`src/sv/grc_pkg.sv`:
```
// Shared types, constants and trig table for the grid ray caster.
// No dependencies; imported by every module of the block.
package grc_pkg;

    localparam int MAP_WIDTH     = 16;
    localparam int MAP_HEIGHT    = 16;
    localparam int CELL_SIZE     = 64;
    localparam int FIELD_OF_VIEW = 75;
    localparam int HALF_FOV      = FIELD_OF_VIEW / 2;
    localparam int CELL_Q8       = CELL_SIZE * 256;
    localparam int CELL_SHIFT    = $clog2(CELL_Q8);
    localparam int MAP_DEPTH     = 256;
    localparam int ADDR_W        = 8;
    localparam int CODE_W        = 4;

    localparam int DIV_NW  = 33;
    localparam int DIV_DW  = 28;
    localparam int SQ_W    = 54;
    localparam int ROOT_W  = SQ_W / 2;

    localparam logic CMD_WRITE = 1'b0;
    localparam logic CMD_CAST  = 1'b1;

    localparam logic [1:0] REG_MAX_STEPS    = 2'd0;
    localparam logic [1:0] REG_HEIGHT_LIMIT = 2'd1;
    localparam logic [1:0] REG_HEIGHT_SCALE = 2'd2;

    typedef struct packed {
        logic              found;
        logic [CODE_W-1:0] code;
        logic [17:0]       x;
        logic [17:0]       y;
        logic [ROOT_W-1:0] span;
    } walk_res_t;

    localparam logic [16:0] SINE_Q16 [0:90] = '{
        17'd0, 17'd1144, 17'd2287, 17'd3430, 17'd4572, 17'd5712, 17'd6850, 17'd7987,
        17'd9121, 17'd10252, 17'd11380, 17'd12505, 17'd13626, 17'd14742, 17'd15855,
        17'd16962, 17'd18064, 17'd19161, 17'd20252, 17'd21336, 17'd22415, 17'd23486,
        17'd24550, 17'd25607, 17'd26656, 17'd27697, 17'd28729, 17'd29753, 17'd30767,
        17'd31772, 17'd32768, 17'd33754, 17'd34729, 17'd35693, 17'd36647, 17'd37590,
        17'd38521, 17'd39441, 17'd40348, 17'd41243, 17'd42126, 17'd42995, 17'd43852,
        17'd44695, 17'd45525, 17'd46341, 17'd47143, 17'd47930, 17'd48703, 17'd49461,
        17'd50203, 17'd50931, 17'd51643, 17'd52339, 17'd53020, 17'd53684, 17'd54332,
        17'd54963, 17'd55578, 17'd56175, 17'd56756, 17'd57319, 17'd57865, 17'd58393,
        17'd58903, 17'd59396, 17'd59870, 17'd60326, 17'd60764, 17'd61183, 17'd61584,
        17'd61966, 17'd62328, 17'd62672, 17'd62997, 17'd63303, 17'd63589, 17'd63856,
        17'd64104, 17'd64332, 17'd64540, 17'd64729, 17'd64898, 17'd65047, 17'd65177,
        17'd65287, 17'd65376, 17'd65446, 17'd65496, 17'd65526, 17'd65536
    };

    // t in 0..359, result Q16 signed
    function automatic logic signed [17:0] sin_deg(input logic [8:0] t);
        logic [6:0]         k;
        logic               neg;
        logic signed [17:0] mag;
        if (t < 9'd90) begin
            k   = t[6:0];
            neg = 1'b0;
        end else if (t < 9'd180) begin
            k   = 7'(9'd180 - t);
            neg = 1'b0;
        end else if (t < 9'd270) begin
            k   = 7'(t - 9'd180);
            neg = 1'b1;
        end else begin
            k   = 7'(9'd360 - t);
            neg = 1'b1;
        end
        mag = signed'({1'b0, SINE_Q16[k]});
        return neg ? -mag : mag;
    endfunction

    function automatic logic signed [17:0] cos_deg(input logic [8:0] t);
        return sin_deg((t >= 9'd270) ? 9'(t - 9'd270) : 9'(t + 9'd90));
    endfunction

    function automatic logic [17:0] clamp18(input logic signed [29:0] v);
        if (v < 0)
            return 18'd0;
        else if (v > 30'sd262143)
            return 18'd262143;
        else
            return v[17:0];
    endfunction

endpackage

```
`src/sv/grc_map.sv`:
```
// Map cell store: 4-bit codes, one write and one registered read port.
// Per-entry valid flags make unwritten cells read empty after reset. Uses grc_pkg.
module grc_map
    import grc_pkg::*;
(
    input  logic              clk,
    input  logic              rst_n,
    input  logic              wr_en,
    input  logic [ADDR_W-1:0] wr_addr,
    input  logic [CODE_W-1:0] wr_data,
    input  logic              rd_en,
    input  logic [ADDR_W-1:0] rd_addr,
    output logic [CODE_W-1:0] rd_data
);

    logic [CODE_W-1:0]    mem [0:MAP_DEPTH-1];
    logic [MAP_DEPTH-1:0] valid_reg;
    logic [CODE_W-1:0]    rd_code_reg;
    logic                 rd_vld_reg;

    always_ff @(posedge clk)
    begin
        if (wr_en)
            mem[wr_addr] <= wr_data;
        if (rd_en)
            rd_code_reg <= mem[rd_addr];
    end

    always_ff @(posedge clk or negedge rst_n)
    begin
        if (!rst_n)
        begin
            valid_reg  <= '0;
            rd_vld_reg <= 1'b0;
        end
        else
        begin
            if (wr_en)
                valid_reg[wr_addr] <= 1'b1;
            if (rd_en)
                rd_vld_reg <= valid_reg[rd_addr];
        end
    end

    assign rd_data = rd_vld_reg ? rd_code_reg : '0;

endmodule

```
`config.mk`:
```
export PLATFORM = sky130hd
export DESIGN_NAME = grc_map
export DESIGN_NICKNAME = d
export VERILOG_FILES = /design/src/sv/grc_pkg.sv /design/src/sv/grc_map.sv
export SDC_FILE = /design/constraint.sdc
export NUM_CORES = 1
export LEC_CHECK = 0
export ABC_CLOCK_PERIOD_IN_PS = 2210
export BUFFER_PORTS_ARGS = -buffer_cell sky130_fd_sc_hd__buf_2
export CAP_MARGIN = 20
export CORE_MARGIN = 5
export CORE_UTILIZATION = 25
export DETAILED_ROUTE_END_ITERATION = 7
export PLACE_DENSITY_LB_ADDON = 0.3
export SYNTH_ARGS = -nofsm -noshare
export SYNTH_HDL_FRONTEND = slang
export SYNTH_SLANG_ARGS = --single-unit
export TNS_END_PERCENT = 5
```
`constraint.sdc`:
```
create_clock -name clk -period 2.21 [get_ports clk]
set_input_delay 0.221 -clock clk [delete_from_list [all_inputs] [get_ports clk]]
set_output_delay 0.221 -clock clk [all_outputs]
set_load 0.005 [all_outputs]
```
==> out/metrics.cfg <==
[cells_and_area]
drive_gt1_frac=0.4072
nets=3194
stdcell_count=5952
largest_register_ffs=1024
area_delta_synth_final_pct=24.47
fillerInstances=19330

[timing]
hold_viol_final=0
clock-skew-final_ps=23.82
rsz0062_at_grt=true
tns_ps=-994.0
fmax_mhz=407.9
worst_pin_slew_ps=766.1
period_share=1.109
max_slew_margin=0.4760
setup_viol=5
fin_crit_ps=2452
drv_slew=0
setup_slack_ps=-241.6

[yosys]
synth_seq_cells=1285
postSynthAreaPerCell_sq_um=18.62
ys.flop_type=edfxtp_1
ys_types=41
synthArstFlopShare=0.2000
ys_seq_area_frac=0.7414
synth_area_sq_mm=0.05031
synth.net_count=2726
syn_inst=2702
synth_edf_count=1028
ys_warn_count=0

[place]
preCtsSetupSlack_ps=-1361
place_congestion=0.8175
dp.cells=5677
dp_hpwl_um=96090
io_buffers=27

[critical_path]
rr_worst_depth=8
end_kind=register
crit_start=mem[83][0]
worstReg2RegStart=mem[83][0]
cp.required_ps=2720
crit_fanout=1
worstPathArrival_ps=2960
max_stage_delay_ps=490
crit_top_cell=buf_4
crit_type=register to register
crit_chain=mux4_2, a22oi_2, buf_4, a21oi_1, nor4_2, buf_4, nor2_1, or3_1
worstReg2RegEnd=rd_code_reg[0]
slowest_stage=mux4_2
reg2reg_slack_ps=-240
start_kind=register

[pwr]
seq_power_share=0.499
ir_drop_uv=721.9
power_frac_comb=0.066
power_switching_uw=11790
clkPwrFrac=0.435
switching_share=0.2193
powerDensity_mw_per_mm2=858.1
p_int_uw=41950
leakage_uw=0.02225
finalPower_uw=53730

[clock_tree]
cts.sinks=1285
clk_latency_ps=760
clock_path_buffers=3
cts_buffers=141
root_buffer=clkbuf_16
clk_pin_slew_ps=50
cts-htree-levels=4
cts_tree=built

[die]
die_h_um=458.6
die-area_sq_mm=0.2103
io_pins=28
die_x_um=458.6
fp.coreArea_sq_mm=0.2001
rows=164
initial_core_util=0.2515

[grt]
grt_pass1_vias=28470
antenna_found_initial=7
grt_pass1_wl_um=205100
grt_overflow=0
grt_max_degree=88
grt_usage=0.1324

[route]
avgViaCountPerCell=4.532
via_count=26980
ant_nets=0
wl_per_cell_um=23.55
drc=0
wirelength_um=140200
initialDrtViolationCount=2305
dr.pass1.iters=7

[hold_path]
whs_path_depth=1
min-delay-start=wr_data[0]
hold_class=primary input to register
hold-path-endpoint=mem[148][0]

[outcome]
failed_checks=negative setup slack
run_status=finished, violations left

[run]
drv_cap=0

[power by group through the flow]
stage | clock network (uW) | logic, uW | registers [uW]
after global placement | 0 | 3450 | 27300
final | 23400 | 3540 | 26800
after floorplan | 0 | 1770 | 27200
after detailed placement | 0 | 3480 | 27300
after global routing | 25000 | 3800 | 26800
after CTS | 23900 | 3610 | 26800
[cell usage after synthesis, drive strengths merged (2+ instances only)]
cell type / n / share of area
a211oi: 4 / 0.00060
and2: 5 / 0.00062
or2: 256 / 0.032
a31oi: 3 / 0.00037
nor2b: 9 / 0.0011
nor3: 9 / 0.00090
or3: 4 / 0.00050
inv: 6 / 0.00045
a311oi: 2 / 0.00035
buf: 66 / 0.0081
o32ai: 2 / 0.00035
nand4: 11 / 0.0014
nor4: 20 / 0.0025
o22ai: 10 / 0.0012
nand2: 32 / 0.0024
o221ai: 12 / 0.0021
a22oi: 135 / 0.020
mux2: 5 / 0.0011
a2111oi: 2 / 0.00035
edfxtp: 1028 / 0.61
nand3b: 2 / 0.00030
nor2: 274 / 0.020
a22o: 2 / 0.00035
nand3: 27 / 0.0027
a21oi: 71 / 0.0071
clkbuf: 95 / 0.0071
dfrtp: 257 / 0.13
mux2i: 38 / 0.0076
mux4: 301 / 0.13
nand2b: 6 / 0.00075
o21ai: 2 / 0.00020
[worst max-delay path, delay by kind of cell (launching register included)]
kind / cells / cell delay (ps)
muxes: 1 / 490
AOI/OAI and AO/OA: 2 / 330
DFF: 1 / 360
and+or+nand+nor: 3 / 700
buffers and inverters: 2 / 320
[timing repair]
action	CTS	global route
setup buffers	0	0
setup endpoints to repair	5	13
hold buffers	7	0
hold endpoints to repair	318	0
pin swaps	31	0
gates resized for setup	91	7
[cells in the final DEF (no fill, tap or decap), types with 6 or more instances in the layout]
| cell | n |
|---|---|
| dfrtp_1 | 257 |
| clkinv_1 | 13 |
| buf_12 | 71 |
| nand4_1 | 11 |
| or2_2 | 256 |
| clkinv_2 | 25 |
| clkbuf_1 | 41 |
| nand3_1 | 27 |
| nand2_1 | 32 |
| nor4_1 | 8 |
| a22oi_1 | 89 |
| a22oi_2 | 46 |
| a21oi_2 | 18 |
| nor2_1 | 271 |
| dlygate4sd3_1 | 6 |
| nor3_1 | 8 |
| bufinv_16 | 8 |
| nor4_4 | 7 |
| mux4_2 | 301 |
| clkinv_8 | 6 |
| mux2i_1 | 38 |
| nor2b_1 | 8 |
| clkbuf_8 | 20 |
| edfxtp_1 | 1028 |
| nand2b_1 | 6 |
| clkbuf_16 | 147 |
| o22ai_1 | 10 |
| a21oi_1 | 49 |
| buf_2 | 20 |
| o221ai_1 | 12 |
| buf_4 | 381 |
[layer usage]
layer | share of wire | vias up | wire length (um) | global-route usage
li1 | - | 11660 | - | -
met1 | 0.45 | 14430 | 62400 | 0.1820
met4 | 0.021 | 0 | 2902 | 0.03483
met3 | 0.044 | 184 | 6132 | 0.01964
met5 | 0 | - | 0 | 0
met2 | 0.49 | 705 | 68750 | 0.2200
[kinds of logic (layout without fill, tap and decap cells)]
family          count (synthesis)  after routing  synth area share
flops                        1285           1285            0.7414
simple gates                  656            656           0.06556
mux                           344            344            0.1434
compound gates                250            250           0.03397
buf+inv                       167            756           0.01564
other cells                     0              5                 0
[worst max path at each step]
stage                           endpoint  slack, ps
after floorplan           rd_code_reg[0]       -100
after global placement    rd_code_reg[1]      -1600
after detailed placement  rd_code_reg[1]      -1360
after CTS                 rd_code_reg[0]       -250
after global routing      rd_code_reg[0]       -390
final                     rd_code_reg[0]       -240
[area by class of cell]
class / count / area, sq um / share of cell area
Antenna cell: 5 / 12.51 / 0.0001998
Clock buffer: 204 / 4053 / 0.06472
Clock inverter: 60 / 601.8 / 0.009611
Inverter: 6 / 22.52 / 0.0003597
Multi-Input combinational cell: 1250 / 12750 / 0.2036
Sequential cell: 1285 / 37300 / 0.5957
Tap cell: 2656 / 3323 / 0.05307
Timing Repair Buffer: 486 / 4554 / 0.07273
[through the flow]
stage	hold slack, ps	cell area, sq um	utilization
CTS	15.74	62570	0.3127
global placement	178.3	57380	0.2868
global route	42.57	62620	0.3130
detailed placement	175.9	57380	0.2868
floorplan	-74.59	50610	-
finish	33.56	62620	0.3130
(Power assumes the default switching activity.)
