File: config.mk
export PLATFORM = sky130hd
export DESIGN_NAME = grc_div
export DESIGN_NICKNAME = d
export VERILOG_FILES = /design/src/sv/grc_pkg.sv /design/src/sv/grc_div.sv
export SDC_FILE = /design/constraint.sdc
export NUM_CORES = 1
export LEC_CHECK = 0
export BUFFER_PORTS_ARGS = -buffer_cell sky130_fd_sc_hd__buf_2
export CAP_MARGIN = 20
export CORE_ASPECT_RATIO = 1.2
export CORE_MARGIN = 2
export CORE_UTILIZATION = 60
export CTS_CLUSTER_DIAMETER = 80
export DETAILED_ROUTE_END_ITERATION = 10
export GPL_TIMING_DRIVEN = 1
export PLACE_DENSITY = 0.88
export SLEW_MARGIN = 5
export SYNTH_ARGS = -nofsm -noshare
export SYNTH_HDL_FRONTEND = slang
export SYNTH_SLANG_ARGS = --single-unit
export TNS_END_PERCENT = 20
File: constraint.sdc
create_clock -name clk -period 4.9 [get_ports clk]
set_clock_uncertainty 0.15 [all_clocks]
set_input_delay 0.98 -clock clk [delete_from_list [all_inputs] [get_ports clk]]
set_output_delay 0.98 -clock clk [all_outputs]
set_load 0.05 [all_outputs]
File: src/sv/grc_pkg.sv
// Shared types, constants and trig table for the grid ray caster.
// No dependencies; imported by every module of the block.
package grc_pkg;

    localparam int MAP_WIDTH     = 16;
    localparam int MAP_HEIGHT    = 16;
    localparam int CELL_SIZE     = 64;
    localparam int FIELD_OF_VIEW = 75;
    localparam int HALF_FOV      = FIELD_OF_VIEW / 2;
    localparam int CELL_Q8       = CELL_SIZE * 256;
    localparam int CELL_SHIFT    = $clog2(CELL_Q8);
    localparam int MAP_DEPTH     = 256;
    localparam int ADDR_W        = 8;
    localparam int CODE_W        = 4;

    localparam int DIV_NW  = 33;
    localparam int DIV_DW  = 28;
    localparam int SQ_W    = 54;
    localparam int ROOT_W  = SQ_W / 2;

    localparam logic CMD_WRITE = 1'b0;
    localparam logic CMD_CAST  = 1'b1;

    localparam logic [1:0] REG_MAX_STEPS    = 2'd0;
    localparam logic [1:0] REG_HEIGHT_LIMIT = 2'd1;
    localparam logic [1:0] REG_HEIGHT_SCALE = 2'd2;

    typedef struct packed {
        logic              found;
        logic [CODE_W-1:0] code;
        logic [17:0]       x;
        logic [17:0]       y;
        logic [ROOT_W-1:0] span;
    } walk_res_t;

    localparam logic [16:0] SINE_Q16 [0:90] = '{
        17'd0, 17'd1144, 17'd2287, 17'd3430, 17'd4572, 17'd5712, 17'd6850, 17'd7987,
        17'd9121, 17'd10252, 17'd11380, 17'd12505, 17'd13626, 17'd14742, 17'd15855,
        17'd16962, 17'd18064, 17'd19161, 17'd20252, 17'd21336, 17'd22415, 17'd23486,
        17'd24550, 17'd25607, 17'd26656, 17'd27697, 17'd28729, 17'd29753, 17'd30767,
        17'd31772, 17'd32768, 17'd33754, 17'd34729, 17'd35693, 17'd36647, 17'd37590,
        17'd38521, 17'd39441, 17'd40348, 17'd41243, 17'd42126, 17'd42995, 17'd43852,
        17'd44695, 17'd45525, 17'd46341, 17'd47143, 17'd47930, 17'd48703, 17'd49461,
        17'd50203, 17'd50931, 17'd51643, 17'd52339, 17'd53020, 17'd53684, 17'd54332,
        17'd54963, 17'd55578, 17'd56175, 17'd56756, 17'd57319, 17'd57865, 17'd58393,
        17'd58903, 17'd59396, 17'd59870, 17'd60326, 17'd60764, 17'd61183, 17'd61584,
        17'd61966, 17'd62328, 17'd62672, 17'd62997, 17'd63303, 17'd63589, 17'd63856,
        17'd64104, 17'd64332, 17'd64540, 17'd64729, 17'd64898, 17'd65047, 17'd65177,
        17'd65287, 17'd65376, 17'd65446, 17'd65496, 17'd65526, 17'd65536
    };

    // t in 0..359, result Q16 signed
    function automatic logic signed [17:0] sin_deg(input logic [8:0] t);
        logic [6:0]         k;
        logic               neg;
        logic signed [17:0] mag;
        if (t < 9'd90) begin
            k   = t[6:0];
            neg = 1'b0;
        end else if (t < 9'd180) begin
            k   = 7'(9'd180 - t);
            neg = 1'b0;
        end else if (t < 9'd270) begin
            k   = 7'(t - 9'd180);
            neg = 1'b1;
        end else begin
            k   = 7'(9'd360 - t);
            neg = 1'b1;
        end
        mag = signed'({1'b0, SINE_Q16[k]});
        return neg ? -mag : mag;
    endfunction

    function automatic logic signed [17:0] cos_deg(input logic [8:0] t);
        return sin_deg((t >= 9'd270) ? 9'(t - 9'd270) : 9'(t + 9'd90));
    endfunction

    function automatic logic [17:0] clamp18(input logic signed [29:0] v);
        if (v < 0)
            return 18'd0;
        else if (v > 30'sd262143)
            return 18'd262143;
        else
            return v[17:0];
    endfunction

endpackage

File: src/sv/grc_div.sv
// Restoring unsigned divider, one quotient bit per cycle.
// Shared by slope and wall height. Uses grc_pkg.
module grc_div
    import grc_pkg::*;
(
    input  logic              clk,
    input  logic              rst_n,
    input  logic              start,
    input  logic [DIV_NW-1:0] num,
    input  logic [DIV_DW-1:0] den,
    output logic              done,
    output logic [DIV_NW-1:0] quot
);

    localparam int CNT_W = $clog2(DIV_NW + 1);

    logic              busy_reg;
    logic              done_reg;
    logic [CNT_W-1:0]  cnt_reg;
    logic [DIV_DW-1:0] den_reg;
    logic [DIV_DW-1:0] rem_reg;
    logic [DIV_NW-1:0] quo_reg;
    logic [DIV_DW:0]   shifted;
    logic              fits;

    assign shifted = {rem_reg, quo_reg[DIV_NW-1]};
    assign fits    = shifted >= {1'b0, den_reg};

    always_ff @(posedge clk or negedge rst_n)
    begin
        if (!rst_n)
        begin
            busy_reg <= 1'b0;
            done_reg <= 1'b0;
            cnt_reg  <= '0;
        end
        else
        begin
            done_reg <= 1'b0;
            if (start)
            begin
                busy_reg <= 1'b1;
                cnt_reg  <= CNT_W'(DIV_NW);
            end
            else if (busy_reg)
            begin
                cnt_reg <= cnt_reg - 1'b1;
                if (cnt_reg == CNT_W'(1))
                begin
                    busy_reg <= 1'b0;
                    done_reg <= 1'b1;
                end
            end
        end
    end

    always_ff @(posedge clk)
    begin
        if (start)
        begin
            den_reg <= den;
            rem_reg <= '0;
            quo_reg <= num;
        end
        else if (busy_reg)
        begin
            rem_reg <= fits ? DIV_DW'(shifted - {1'b0, den_reg}) : shifted[DIV_DW-1:0];
            quo_reg <= {quo_reg[DIV_NW-2:0], fits};
        end
    end

    assign done = done_reg;
    assign quot = quo_reg;

endmodule

==> metrics.md <==
| Metric | Value |
|---|---|
| Drt wl/cell | 16.3 microns |
| Initial Util | 0.625 |
| CP Data Required Time | 4.97 ns |
| Switching Share | 0.428 |
| Worst slew pin tran | 0.951 ns |
| Setup_tns | 0 ns |
| Synth area leader | edfxtp_1 |
| WL final | ~11 mm |
| Clock-pin slew on the worst setup and hold paths | between 0.1 and 0.15 ns |
| Net Count, Synth | between 500 and 600 |
| Die width | just over 90 microns |
| TritonCTS Buffers | 9 |
| First-pass GRT wire length | between 15 and 20 mm |
| Nature of the critical path endpoint | register |
| WS Path Type | reg2reg |
| Clock Tree Buf Depth | 2 |
| CTS Root Cell | clkbuf_8 |
| Antenna violations before repair | 0 |
| Count leader, synth | edfxtp_1 |
| Ports | 98 |
| Reg2Reg Depth | 12 |
| Worst Path Arrival | roughly 3.5 ns |
| Largest net degree at the start of global routing | 80 |
| Clk sinks | 97 |
| Avg Inst Size Synth | 11.0 sq um |
| Vias in the first global route | just over 4000 |
| Count of hold-fix buffers inserted at cts | 0 |
| Iteration-0 DRC Markers | between 300 and 400 |
| DPL Wire Length | between 8 and 9 mm |
| Slew Limit Fails | 0 |
| FF+latch count, synth | 97 |
| Hold Crit Class | in2async |
| Synth Cell Area | 5410 sq um |
| Psw | between 1000 and 1500 uW |
| PortBufs | 97 |
| Number of synthesized flops with an enable pin | 61 |
| GRT overflow | 0 |
| Final cycle utilization of the critical path | 0.702 |
| Routed via count | roughly 4000 |
| Residual DRC | 0 |
| Area share of the leading cell type in the synthesized netlist | 0.339 |
| Clock Latency Late Sink | between 0.3 and 0.4 ns |
| Drt pass-1 iters | 4 |
| MaxCap Viol Count | 0 |
| Crit path max fanout | 19 |
| Sequential fraction of the synthesis area | 0.480 |
| ANT cells | 0 |
| Slowest cell on crit path | o21ai_4 |
| Max VDD drop | between 0.3 and 0.4 mV |
| Main synth FF type | edfxtp_1 |
| Synth Warn # | 0 |
| NumNets Final | around 680 |
| Largest register FFs | 33 |
| Final min period | about 3.4 ns |
| LEAKAGE | around 0.0027 uW |
| Setup bufs post-CTS | 0 |
| Pwr Total | about 3400 uW |
| Core Region | approximately 8700 sq um |
| Die area | 9790 sq um |
| GPL Wtd Cong | roughly 0.94 |
| H-tree levels | 3 |
| Status | finished clean |
| PwrDens | between 500 and 600 nW/um^2 |
| Layout area overhead | 14.5% |
| Maximum clock frequency | between 0.2 and 0.3 GHz |
| TritonCTS clock tree | yes |
| Total GRT Usage | 0.247 |
| Combinational Power Share | 0.480 |
| RSZ-0062 raised after global routing | no |
| Final Hold Vio Count | 0 |
| Die height | ~110 microns |
| Sequential cell fraction of total power | 0.363 |
| Int Pwr | around 1900 uW |
| Unique masters post-synth | 62 |
| Slew HR | 0.366 |
| Synth top area cells | edfxtp_1 (34%), dfxtp_1 (10%), ha_1 (6.9%) |
| DRT antenna net count | 0 |
| Final setup fails | 0 |
| Post-synth top cells | edfxtp_1 (61), nor2_1 (47), inv_1 (37), mux2_2 (33), ha_1 (30) |
| CP peak stage delay | between 0.4 and 0.5 ns |
| Proportion of layout cells with a drive suffix above 1 | 0.273 |
| Rows | 37 |
| Mapped Cells | 490 |
| Async S/R FF share, synth | 0.0825 |
| Ordered cell list for the critical path | inv_1 -> ha_1 -> and4_1 -> nand2_1 -> nor2_1 -> nor3_4 -> a311oi_4 -> nor4_4 -> o21ai_4 -> buf_4 -> mux2i_1 -> a211oi_1 |
| Vias/cell | 5.70 |
| Clock Power Share | 0.156 |
| Crit path launch type | register |
| Post-cts resize count | 0 |
[final timing paths]
check	slack, ns	start	end
setup / recovery	1.46	den_reg[9]	rem_reg[12]
hold / removal	0.27	rst_n	done
setup reg to reg	1.46	den_reg[9]	rem_reg[12]
hold reg to reg	0.35	rem_reg[27]	rem_reg[27]
max in group asynchronous	4.15	rst_n	cnt_reg[1]
min in group clk	0.35	rem_reg[27]	rem_reg[27]
[critical path, delay by kind of cell (launching register included)]
| kind | cells | cell delay (ns) |
|---|---|---|
| fa+ha+maj | 1 | 0.36 |
| mux | 1 | 0.26 |
| compound gates | 3 | 0.94 |
| buf+inv | 2 | 0.44 |
| simple gates | 5 | 0.79 |
| flops | 1 | 0.33 |
[placed cells by master (no fill, tap or decap), types with 10 or more instances in the layout]
cell / Yosys / routed
o21ai_0: 13 / 13
a21oi_1: 21 / 21
edfxtp_1: 61 / 61
xnor2_1: 19 / 19
buf_2: 0 / 96
nor2_1: 47 / 47
dfxtp_1: 28 / 28
mux2_2: 33 / 33
nand3_1: 10 / 10
inv_1: 37 / 37
a21o_1: 13 / 13
a211oi_1: 26 / 26
ha_1: 30 / 30
nand2_1: 26 / 26
mux2i_1: 24 / 24
[stage by stage]
stage / area [sq um] / util / hold slack [ns] / std cells / setup WS [ns]
CTS: 6190 / 0.715 / 0.266 / 706 / 1.46
global route: 6190 / 0.715 / 0.278 / 706 / 1.20
floorplan: 5410 / - / 0.304 / 490 / 1.85
detailed placement: 5980 / 0.691 / 0.335 / 690 / 1.48
finish: 6190 / 0.715 / 0.274 / 706 / 1.46
global placement: 5980 / 0.691 / 0.326 / 690 / 1.59
[cells by family after synthesis]
| family | after synthesis | synth area share |
|---|---|---|
| XOR/XNOR | 28 | 0.0454 |
| multiplexers | 58 | 0.115 |
| adder cells (fa/ha/maj) | 31 | 0.0731 |
| AO/OA/AOI/OAI | 111 | 0.148 |
| AND/OR/NAND/NOR | 110 | 0.0972 |
| flip-flops | 97 | 0.480 |
| buffers and inverters | 55 | 0.0417 |
[power by group through the flow]
stage,sequential (uW),clock (uW),combinational [uW]
floorplan,1430,0,1070
global placement,1220,0,1520
detailed placement,1230,0,1590
CTS,1220,537,1610
global route,1250,561,1760
finish,1220,525,1610
[area by class of cell]
class                   instances  area (sq um)
fillers                       584          2470
repair buffers                101           518
clock buffers                   9           124
inverters                      37           139
multi-input cells             338          2590
clock inverters                 7          81.3
well taps                     117           146
flip-flops and latches         97          2590
[routing by layer]
| layer | global-route usage | up-vias | wire length [microns] |
|---|---|---|---|
| met1 | 0.285 | 1915 | 4690 |
| met3 | 0.0557 | 26 | 533 |
| met4 | 0.0901 | 0 | 267 |
| met5 | 0 | - | 0 |
| met2 | 0.450 | 108 | 6000 |
| li1 | - | 1978 | - |
Note: power is estimated with default switching activity, not from simulation.
