<file path="config.mk">
export PLATFORM = sky130hd
export DESIGN_NAME = grc_sqrt
export DESIGN_NICKNAME = d
export VERILOG_FILES = /design/src/sv/grc_pkg.sv /design/src/sv/grc_sqrt.sv
export SDC_FILE = /design/constraint.sdc
export NUM_CORES = 1
export LEC_CHECK = 0
export BUFFER_PORTS_ARGS = -buffer_cell sky130_fd_sc_hd__buf_2
export CORE_ASPECT_RATIO = 0.9
export CORE_UTILIZATION = 46
export DETAILED_ROUTE_END_ITERATION = 16
export MAX_ROUTING_LAYER = met4
export PLACE_DENSITY = 0.68
export RECOVER_POWER = 100
export SLEW_MARGIN = 20
export SYNTH_ARGS = -nofsm -noshare
export SYNTH_HDL_FRONTEND = slang
export SYNTH_SLANG_ARGS = --single-unit
export TNS_END_PERCENT = 100
</file>
<file path="constraint.sdc">
create_clock -name clk -period 2.6 [get_ports clk]
set_input_delay 0.26 -clock clk [delete_from_list [all_inputs] [get_ports clk]]
set_output_delay 0.26 -clock clk [all_outputs]
set_load 0.005 [all_outputs]
</file>
<file path="src/sv/grc_pkg.sv">
// Shared types, constants and trig table for the grid ray caster.
// No dependencies; imported by every module of the block.
package grc_pkg;

    localparam int MAP_WIDTH     = 16;
    localparam int MAP_HEIGHT    = 16;
    localparam int CELL_SIZE     = 64;
    localparam int FIELD_OF_VIEW = 75;
    localparam int HALF_FOV      = FIELD_OF_VIEW / 2;
    localparam int CELL_Q8       = CELL_SIZE * 256;
    localparam int CELL_SHIFT    = $clog2(CELL_Q8);
    localparam int MAP_DEPTH     = 256;
    localparam int ADDR_W        = 8;
    localparam int CODE_W        = 4;

    localparam int DIV_NW  = 33;
    localparam int DIV_DW  = 28;
    localparam int SQ_W    = 54;
    localparam int ROOT_W  = SQ_W / 2;

    localparam logic CMD_WRITE = 1'b0;
    localparam logic CMD_CAST  = 1'b1;

    localparam logic [1:0] REG_MAX_STEPS    = 2'd0;
    localparam logic [1:0] REG_HEIGHT_LIMIT = 2'd1;
    localparam logic [1:0] REG_HEIGHT_SCALE = 2'd2;

    typedef struct packed {
        logic              found;
        logic [CODE_W-1:0] code;
        logic [17:0]       x;
        logic [17:0]       y;
        logic [ROOT_W-1:0] span;
    } walk_res_t;

    localparam logic [16:0] SINE_Q16 [0:90] = '{
        17'd0, 17'd1144, 17'd2287, 17'd3430, 17'd4572, 17'd5712, 17'd6850, 17'd7987,
        17'd9121, 17'd10252, 17'd11380, 17'd12505, 17'd13626, 17'd14742, 17'd15855,
        17'd16962, 17'd18064, 17'd19161, 17'd20252, 17'd21336, 17'd22415, 17'd23486,
        17'd24550, 17'd25607, 17'd26656, 17'd27697, 17'd28729, 17'd29753, 17'd30767,
        17'd31772, 17'd32768, 17'd33754, 17'd34729, 17'd35693, 17'd36647, 17'd37590,
        17'd38521, 17'd39441, 17'd40348, 17'd41243, 17'd42126, 17'd42995, 17'd43852,
        17'd44695, 17'd45525, 17'd46341, 17'd47143, 17'd47930, 17'd48703, 17'd49461,
        17'd50203, 17'd50931, 17'd51643, 17'd52339, 17'd53020, 17'd53684, 17'd54332,
        17'd54963, 17'd55578, 17'd56175, 17'd56756, 17'd57319, 17'd57865, 17'd58393,
        17'd58903, 17'd59396, 17'd59870, 17'd60326, 17'd60764, 17'd61183, 17'd61584,
        17'd61966, 17'd62328, 17'd62672, 17'd62997, 17'd63303, 17'd63589, 17'd63856,
        17'd64104, 17'd64332, 17'd64540, 17'd64729, 17'd64898, 17'd65047, 17'd65177,
        17'd65287, 17'd65376, 17'd65446, 17'd65496, 17'd65526, 17'd65536
    };

    // t in 0..359, result Q16 signed
    function automatic logic signed [17:0] sin_deg(input logic [8:0] t);
        logic [6:0]         k;
        logic               neg;
        logic signed [17:0] mag;
        if (t < 9'd90) begin
            k   = t[6:0];
            neg = 1'b0;
        end else if (t < 9'd180) begin
            k   = 7'(9'd180 - t);
            neg = 1'b0;
        end else if (t < 9'd270) begin
            k   = 7'(t - 9'd180);
            neg = 1'b1;
        end else begin
            k   = 7'(9'd360 - t);
            neg = 1'b1;
        end
        mag = signed'({1'b0, SINE_Q16[k]});
        return neg ? -mag : mag;
    endfunction

    function automatic logic signed [17:0] cos_deg(input logic [8:0] t);
        return sin_deg((t >= 9'd270) ? 9'(t - 9'd270) : 9'(t + 9'd90));
    endfunction

    function automatic logic [17:0] clamp18(input logic signed [29:0] v);
        if (v < 0)
            return 18'd0;
        else if (v > 30'sd262143)
            return 18'd262143;
        else
            return v[17:0];
    endfunction

endpackage

</file>
<file path="src/sv/grc_sqrt.sv">
// Digit-by-digit integer square root, one root bit per cycle.
// Gives the raw hit distance. Uses grc_pkg.
module grc_sqrt
    import grc_pkg::*;
(
    input  logic              clk,
    input  logic              rst_n,
    input  logic              start,
    input  logic [SQ_W-1:0]   radicand,
    output logic              done,
    output logic [ROOT_W-1:0] root
);

    localparam int CNT_W = $clog2(ROOT_W + 1);
    localparam int REM_W = ROOT_W + 2;

    logic              busy_reg;
    logic              done_reg;
    logic [CNT_W-1:0]  cnt_reg;
    logic [SQ_W-1:0]   v_reg;
    logic [REM_W-1:0]  rem_reg;
    logic [ROOT_W-1:0] root_reg;
    logic [REM_W:0]    shifted;
    logic [REM_W:0]    trial;
    logic              fits;

    assign shifted = {rem_reg[REM_W-2:0], v_reg[SQ_W-1:SQ_W-2]};
    assign trial   = (REM_W + 1)'({root_reg, 2'b01});
    assign fits    = shifted >= trial;

    always_ff @(posedge clk or negedge rst_n)
    begin
        if (!rst_n)
        begin
            busy_reg <= 1'b0;
            done_reg <= 1'b0;
            cnt_reg  <= '0;
        end
        else
        begin
            done_reg <= 1'b0;
            if (start)
            begin
                busy_reg <= 1'b1;
                cnt_reg  <= CNT_W'(ROOT_W);
            end
            else if (busy_reg)
            begin
                cnt_reg <= cnt_reg - 1'b1;
                if (cnt_reg == CNT_W'(1))
                begin
                    busy_reg <= 1'b0;
                    done_reg <= 1'b1;
                end
            end
        end
    end

    always_ff @(posedge clk)
    begin
        if (start)
        begin
            v_reg    <= radicand;
            rem_reg  <= '0;
            root_reg <= '0;
        end
        else if (busy_reg)
        begin
            v_reg    <= {v_reg[SQ_W-3:0], 2'b00};
            rem_reg  <= fits ? REM_W'(shifted - trial) : REM_W'(shifted);
            root_reg <= {root_reg[ROOT_W-2:0], fits};
        end
    end

    assign done = done_reg;
    assign root = root_reg;

endmodule
</file>
==> impl_summary.log, run 1 <==
INFO  metric setup.worst_path.end_class = register
INFO  metric num_antenna_cells = 0
INFO  metric critical-path-slowest-cell = dfxtp_2
INFO  metric final_antenna_net_count = 0
INFO  metric die_w = 128 µm
INFO  metric clk-insertion-delay-late = 0.42 ns
INFO  metric p_per_area = 1240 mW/mm²
INFO  metric share_of_the_synthesized_area_in_compound_gates_ao_oa_aoi_oai = 16.8%
INFO  metric placedInstanceArea = 0.00753 mm²
INFO  metric met2WireLength = 7.71 mm
INFO  metric grtUsageTotal = 22.5%
INFO  metric via_per_inst = 5.53
INFO  metric r2r.worst_path.cells = 12
INFO  metric largest_family_of_logic_cells_by_synthesized_area = compound AO/OA/AOI/OAI gates
INFO  metric dp_hpwl = 10.7 mm
INFO  metric failed_checks = negative setup slack
INFO  metric synth.avg_cell_area = 10.4 µm²
INFO  metric required = 2.92 ns
INFO  metric irDropWorstVdd = 0.000775 V
INFO  metric synth-edff-count = 54
INFO  metric timing.slew.headroom = 35.3%
INFO  metric ys_top_cells_by_area = edfxtp_1 (25%), dfxtp_1 (17%), mux2_2 (9.0%), ha_1 (5.9%), mux2i_1 (4.1%)
INFO  metric timing.critical_path.fanout_max = 6
INFO  metric yosys.area_share.simple = 11.0%
INFO  metric largest_register_ff_count = 54
INFO  metric cts-htree-levels = 4
INFO  metric total_congestion_overflow_after_global_routing = 0
INFO  metric fin_tns_setup = -0.000326 ns
INFO  metric setup_repair_after_global_routing_missed_its_margin = true
INFO  metric fp.dieArea = 0.0147 mm²
INFO  metric syn_inst = 627
INFO  metric synth_most_common_cell = nor2_1
INFO  metric m1WireLength = 7.49 mm
INFO  metric layout_cell_share_with_drive_strength_beyond_1 = 41.8%
INFO  metric synth_cell_type_count = 74
INFO  metric crit_chain = inv_2 > ha_4 > nor2b_4 > o2111ai_4 > a31oi_4 > buf_6 > o211ai_4 > o211ai_4 > o21ai_4 > clkbuf_16 > nand3_2 > a311oi_2
INFO  metric synth_seq_cells = 116
INFO  metric post-route-min-period = 2.60 ns
INFO  metric muxShareOfSynthArea = 13.1%
INFO  metric worstHoldPathType = primary input to register
INFO  metric drv.max_cap_violation_count = 0
INFO  metric syn2layout_area_growth = 32.1%
INFO  metric ys_seq_area_share = 44.3%
INFO  metric grt_start_max_net_pins = 76
INFO  metric synth.top_cell.area_share = 24.8%
INFO  metric timing.hold.worst_path_depth = 2
INFO  metric finish.instance_area = 0.00864 mm²
INFO  metric detail_route.wirelength = 16.5 mm
INFO  metric final_setup_vio_count = 1
INFO  metric power_leakage = 3.75 nW
INFO  metric highest-signal-layer = met4
INFO  metric utilization = 63.4%
INFO  metric design.core.area = 0.0136 mm²
INFO  metric layout_setup_ws = -0.000326 ns
INFO  metric vias = 5376
INFO  metric met3_wirelength = 894 µm
INFO  metric finalHoldViolations = 0
INFO  metric run_status = finished with violations
INFO  metric timing_max_transition_violations_final = 0
INFO  metric initial_detailed_routing_violation_count = 331
INFO  metric grt_pass1_wl = 25.0 mm
INFO  metric clock_net_sink_count = 116
INFO  metric synth_flop_cell = dfxtp_1
INFO  metric first_pass_iters = 5
INFO  metric synth_adder_area_share = 5.93%
INFO  metric routabilityCongestion = 0.954
INFO  metric drc = 0
INFO  metric cts-root-to-sink-buffers = 2
INFO  metric crit_path_frequent_cell = o211ai_4
INFO  metric postSynthNetCount = 715
INFO  metric critical_path.startpoint_type = register
INFO  metric floorplan.rows = 40
INFO  metric crit_type = register to register
INFO  metric clkTransAtPathRegs = 0.05 ns
INFO  metric synth-warning-count = 0
INFO  metric holdWs = 0.130 ns
INFO  metric start_util = 48.0%
INFO  metric critPathMaxStageDelay = 0.33 ns
INFO  metric cp.arrival = 2.92 ns
INFO  metric yosys.area_share.xor_xnor = 3.75%
INFO  metric place.detailed.instances = 926
INFO  metric synthArstFlopShare = 6.03%
INFO  metric cts_tree = done
INFO  metric synthTopCellsByCount = nor2_1 (63), dfxtp_1 (55), edfxtp_1 (54)
INFO  metric vias_in_the_first_global_route = 5153
INFO  metric slew_at_the_pin_with_the_worst_max_slew_slack = 0.970 ns
INFO  metric period_share = 100%
INFO  metric vertical_die_dimension = 115 µm
INFO  metric cts-root-buf = clkbuf_16
INFO  metric port_buffers = 84
INFO  metric number_of_antenna_violations_at_the_first_check_in_global_routing = 0
INFO  metric highest_clock_rate = 385 MHz
INFO  metric syn_area = 0.00654 mm²
INFO  metric synthDominantAreaCellType = edfxtp_1
INFO  metric finish.cell_count_without_fillers = 972
INFO  metric nNetsFinal = 858
INFO  metric drt-wirelength-per-cell = 16.9 µm
INFO  metric pin_count = 85
INFO  metric skew = 0.00886 ns
INFO  metric ff2ff_setup_slack = -0.0003 ns
INFO  metric cts-buffers-inserted = 17
-- per-stage QoR --
step,worst slack [ns],power (W)
after floorplan,0.0767,0.00564
after global placement,0.00730,0.00699
final,-0.000326,0.0107
after detailed placement,-0.0824,0.00708
after global routing,-0.110,0.0112
after CTS,0.000348,0.00956
-- final cells by class --
| type | count | area, µm² |
|---|---|---|
| timing repair buffer | 155 | 1020 |
| clock buffer | 18 | 429 |
| tap | 189 | 236 |
| fill | 1124 | 4980 |
| clock inverter | 14 | 161 |
| sequential | 116 | 2920 |
| inverter | 44 | 165 |
| multi-input combinational | 436 | 3700 |
-- final timing paths --
check	startpoint	endpoint
min in group asynchronous	rst_n	cnt_reg[4]
max in group asynchronous	rst_n	busy_reg
worst max register to register	root[0]	rem_reg[14]
worst min register to register	rem_reg[26]	rem_reg[26]
worst max-delay path	root[0]	rem_reg[14]
worst min-delay path	radicand[0]	v_reg[0]
-- power by group --
| part | switching [W] | internal (W) | leakage [nW] |
|---|---|---|---|
| Clock | 0.000844 | 0.00150 | 0.281 |
| Sequential | 0.000210 | 0.00220 | 1.11 |
| Combinational | 0.00312 | 0.00279 | 2.36 |
| Total | 0.00418 | 0.00649 | 3.75 |
-- layout by cell type (no fill, tap or decap), types with 6 or more instances in the layout --
cell	count
o21ai_1	20
buf_2	82
nand3_2	9
nor2_1	61
dfxtp_1	42
dfrtp_1	6
edfxtp_1	54
o21ai_0	9
xor2_1	11
buf_4	64
a21o_1	11
dfxtp_2	13
nand2_1	30
ha_4	7
nand3_1	11
ha_1	21
xnor2_1	17
mux2_2	52
a311oi_1	8
a311oi_2	9
mux2i_1	27
inv_1	38
a21oi_1	16
clkbuf_16	18
-- cell families (layout without fill, tap and decap cells) --
group / count (synthesis) / after routing
xor gates and xnor gates: 28 / 28
buffers and inverters: 78 / 231
adders and majority gates: 31 / 31
and+or+nand+nor: 154 / 154
DFF: 116 / 116
muxes: 79 / 79
AOI/OAI and AO/OA: 141 / 144
-- routing by layer --
metal | GRT usage, % | up-vias
met5 | - | -
met4 | 9.10 | 0
met3 | 4.42 | 33
met2 | 34.8 | 174
met1 | 28.9 | 2576
li1 | - | 2593
-- critical path, delay by kind of cell (launching register included) --
| kind | cells | cell delay, ns |
|---|---|---|
| simple gates | 2 | 0.22 |
| fa+ha+maj | 1 | 0.21 |
| flops | 1 | 0.33 |
| compound gates | 6 | 1.32 |
| buf+inv | 3 | 0.43 |
-- timing repair --
item                       4_1_cts  5_1_grt
hold endpoints to repair         7        0
gates cloned                     1        3
pin swaps                        1       29
hold buffers                     1        0
setup endpoints to repair       11       29
buffers inserted                 0        9
resized for setup                5       81
Power figures use the tool's default switching activity.
==> inputs of run 2 (changes only) <==
--- a/config.mk
+++ b/config.mk
@@ -9,7 +9,6 @@
 export CORE_ASPECT_RATIO = 0.9
 export CORE_UTILIZATION = 46
 export DETAILED_ROUTE_END_ITERATION = 16
-export MAX_ROUTING_LAYER = met4
 export PLACE_DENSITY = 0.68
 export RECOVER_POWER = 100
 export SLEW_MARGIN = 20
==> constraint.sdc (replaced) <==
create_clock -name clk -period 2.6 [get_ports clk]
set_input_delay 0.39 -clock clk [delete_from_list [all_inputs] [get_ports clk]]
set_output_delay 0.39 -clock clk [all_outputs]
set_load 0.005 [all_outputs]
==> impl_summary.log, run 2 (synthesized netlist as in run 1, its figures left out) <==
INFO  metric drv.max_cap_violation_count = 0 (unchanged)
INFO  metric timing.slew.headroom = 66.0% (+31 points)
INFO  metric required = 2.93 ns (about the same)
INFO  metric dp_hpwl = 11.0 mm (+2.2%)
INFO  metric final_antenna_net_count = 0 (unchanged)
INFO  metric pin_count = 85 (unchanged)
INFO  metric number_of_antenna_violations_at_the_first_check_in_global_routing = 0 (unchanged)
INFO  metric timing.critical_path.fanout_max = 3 (-3)
INFO  metric r2r_end = rem_reg[21]
INFO  metric clk-insertion-delay-late = 0.42 ns (about the same)
INFO  metric cp.arrival = 2.90 ns (-0.02 ns)
INFO  metric p_per_area = 1220 mW/mm² (-1.6%)
INFO  metric clock_net_sink_count = 116 (unchanged)
INFO  metric r2r.worst_path.cells = 9 (-3)
INFO  metric dpl_worst_slack = -0.108 ns (-0.0258 ns)
INFO  metric highest_clock_rate = 390 MHz (+1.4%)
INFO  metric syn2layout_area_growth = 33.0%
INFO  metric first_pass_iters = 4 (-1)
INFO  metric grt_start_max_net_pins = 58 (-24%)
INFO  metric die_w = 128 µm (unchanged)
INFO  metric worstReg2RegStart = rem_reg[2]
INFO  metric period_share = 98.7% (-1.3 points)
INFO  metric layout_setup_ws = 0.0346 ns (+0.0349 ns)
INFO  metric critPathMaxStageDelay = 0.47 ns (+0.14 ns)
INFO  metric initial_detailed_routing_violation_count = 414 (+25%)
INFO  metric hold-path-endpoint = v_reg[0]
INFO  metric run_status = finished clean
INFO  metric finalHoldViolations = 0 (unchanged)
INFO  metric detail_route.wirelength = 16.4 mm (-0.21%)
INFO  metric irDropWorstVdd = 0.000738 V (-4.8%)
INFO  metric crit_chain = ha_4 > a21o_1 > or3_4 > o22a_1 > a2111oi_4 > o21ai_1 > xor2_1 > o21ai_1 > a311oi_2
INFO  metric cts-root-to-sink-buffers = 2 (unchanged)
INFO  metric drt-wirelength-per-cell = 16.8 µm (-0.72%)
INFO  metric total_congestion_overflow_after_global_routing = 0 (unchanged)
INFO  metric start_util = 48.0% (unchanged)
INFO  metric worstHoldPathType = primary input to register
INFO  metric timing_max_transition_violations_final = 0 (unchanged)
INFO  metric finish.cell_count_without_fillers = 977 (+0.51%)
INFO  metric critical_path.startpoint_type = register
INFO  metric timing.hold.worst_path_depth = 2 (unchanged)
INFO  metric placedInstanceArea = 0.00757 mm² (+0.57%)
INFO  metric largest_register_ff_count = 54 (unchanged)
INFO  metric crit_path_frequent_cell = o21ai_1
INFO  metric place.detailed.instances = 930 (+0.43%)
INFO  metric via_per_inst = 5.49 (-0.77%)
INFO  metric drc = 0 (unchanged)
INFO  metric floorplan.rows = 40 (unchanged)
INFO  metric final_setup_vio_count = 0 (-1)
INFO  metric skew = 0.00825 ns (-0.000607 ns)
INFO  metric clkTransAtPathRegs = 0.06 ns (about the same)
INFO  metric design.core.area = 0.0136 mm² (unchanged)
INFO  metric ff2ff_setup_slack = 0.03 ns (+0.03 ns)
INFO  metric num_antenna_cells = 0 (unchanged)
INFO  metric vias_in_the_first_global_route = 5202 (+0.95%)
INFO  metric slew_at_the_pin_with_the_worst_max_slew_slack = 0.510 ns (-0.460 ns)
INFO  metric total_power = 0.0106 W (-0.99%)
INFO  metric vias = 5362 (-0.26%)
INFO  metric post-route-min-period = 2.57 ns (-0.0349 ns)
INFO  metric fp.dieArea = 0.0147 mm² (unchanged)
INFO  metric finish.instance_area = 0.00869 mm² (+0.65%)
INFO  metric setup_repair_after_global_routing_missed_its_margin = true
INFO  metric routabilityCongestion = 0.890 (-6.7%)
INFO  metric cts-root-buf = clkbuf_16
INFO  metric most_frequent_cells_in_the_layout = buf_2 (82), buf_4 (66), nor2_1 (61)
INFO  metric timing.hold.worst.start = radicand[0]
INFO  metric cts-buffers-inserted = 17 (unchanged)
INFO  metric setup.worst_path.end_class = register
INFO  metric port_buffers = 84 (unchanged)
INFO  metric vertical_die_dimension = 115 µm (unchanged)
INFO  metric cts-htree-levels = 4 (unchanged)
INFO  metric grtUsageTotal = 22.2% (-0.28 points)
INFO  metric critical-path-slowest-cell = a2111oi_4
INFO  metric power_leakage = 3.77 nW (+0.51%)
INFO  metric grt_pass1_wl = 25.2 mm (+0.74%)
INFO  metric layout_cell_share_with_drive_strength_beyond_1 = 41.6% (-0.14 points)
INFO  metric cts_tree = done
INFO  metric final_common_cell = buf_2
INFO  metric nNetsFinal = 863 (+0.58%)
INFO  metric crit_type = register to register
-- run 2: cell count changes in the layout (fill, tap and decap cells not counted), moves of 2 or more --
cell      before  now
nand3_1       11   18
nand3_2        9    3
ha_4           7   12
ha_1          21   17
a311oi_1       8   11
a311oi_2       9    6
buf_6          3    6
dfxtp_2       13   10
a41oi_1        2    4
a41oi_2        2    0
buf_4         64   66
clkbuf_8       0    2
dfxtp_1       42   44
-- run 2: power by group --
group          internal (W)  total (W)  switching, W
Sequential          0.00220    0.00242      0.000217
Combinational       0.00279    0.00582       0.00302
Clock               0.00146    0.00232      0.000865
Total               0.00646     0.0106       0.00411
-- run 2: cell type report --
| cell class | instances | area, µm² |
|---|---|---|
| clock buffer | 20 | 457 |
| clock inverter | 12 | 130 |
| fill | 1101 | 4920 |
| inverter | 44 | 165 |
| multi-input combinational | 436 | 3720 |
| sequential | 116 | 2920 |
| tap | 189 | 236 |
| timing repair buffer | 160 | 1070 |
-- run 2: repair_timing --
item                                    CTS  global route
gates cloned                              1             2
setup buffers                             1            11
endpoints found under the hold margin     7             0
hold buffers                              1             0
endpoints found under the setup margin   19            29
gates resized for setup                   7            80
pin swaps                                 1            27
-- run 2: metal layers --
layer  global-route usage, %  wire length, µm  vias to the layer above
met3                    6.05              958                       31
met1                    28.8             7480                     2571
met5                       0                0                        -
li1                        -                -                     2604
met2                    35.8             7710                      156
met4                    7.76              282                        0
-- run 2: worst max path at each step --
| stage | startpoint | endpoint | slack [ns] | cells past startpoint |
|---|---|---|---|---|
| 3_3_place_gp | root[21] | rem_reg[25] | -0.07 | 10 |
| 3_5_place_dp | root[11] | rem_reg[25] | -0.11 | 10 |
| 2_1_floorplan | root[2] | rem_reg[21] | 0.08 | 10 |
| 5_1_grt | root[8] | rem_reg[21] | -0.11 | 10 |
| 6_report | rem_reg[2] | rem_reg[21] | 0.03 | 9 |
| 4_1_cts | root[11] | rem_reg[21] | -0.03 | 11 |
-- run 2: critical path, delay by kind of cell, from the launching register on --
kind / cells / cell delay, ns
DFF: 1 / 0.35
adders and majority gates: 1 / 0.23
xor gates and xnor gates: 1 / 0.15
and+or+nand+nor: 1 / 0.34
AOI/OAI and AO/OA: 6 / 1.41
-- run 2: per-stage QoR --
step	hold slack, ns	TNS (ns)	utilization (%)
after floorplan	0.0944	0	-
final	0.256	0	63.9
after CTS	0.239	-0.109	60.3
after global routing	0.243	-0.316	63.9
after global placement	0.224	-0.195	55.6
after detailed placement	0.229	-0.592	55.6
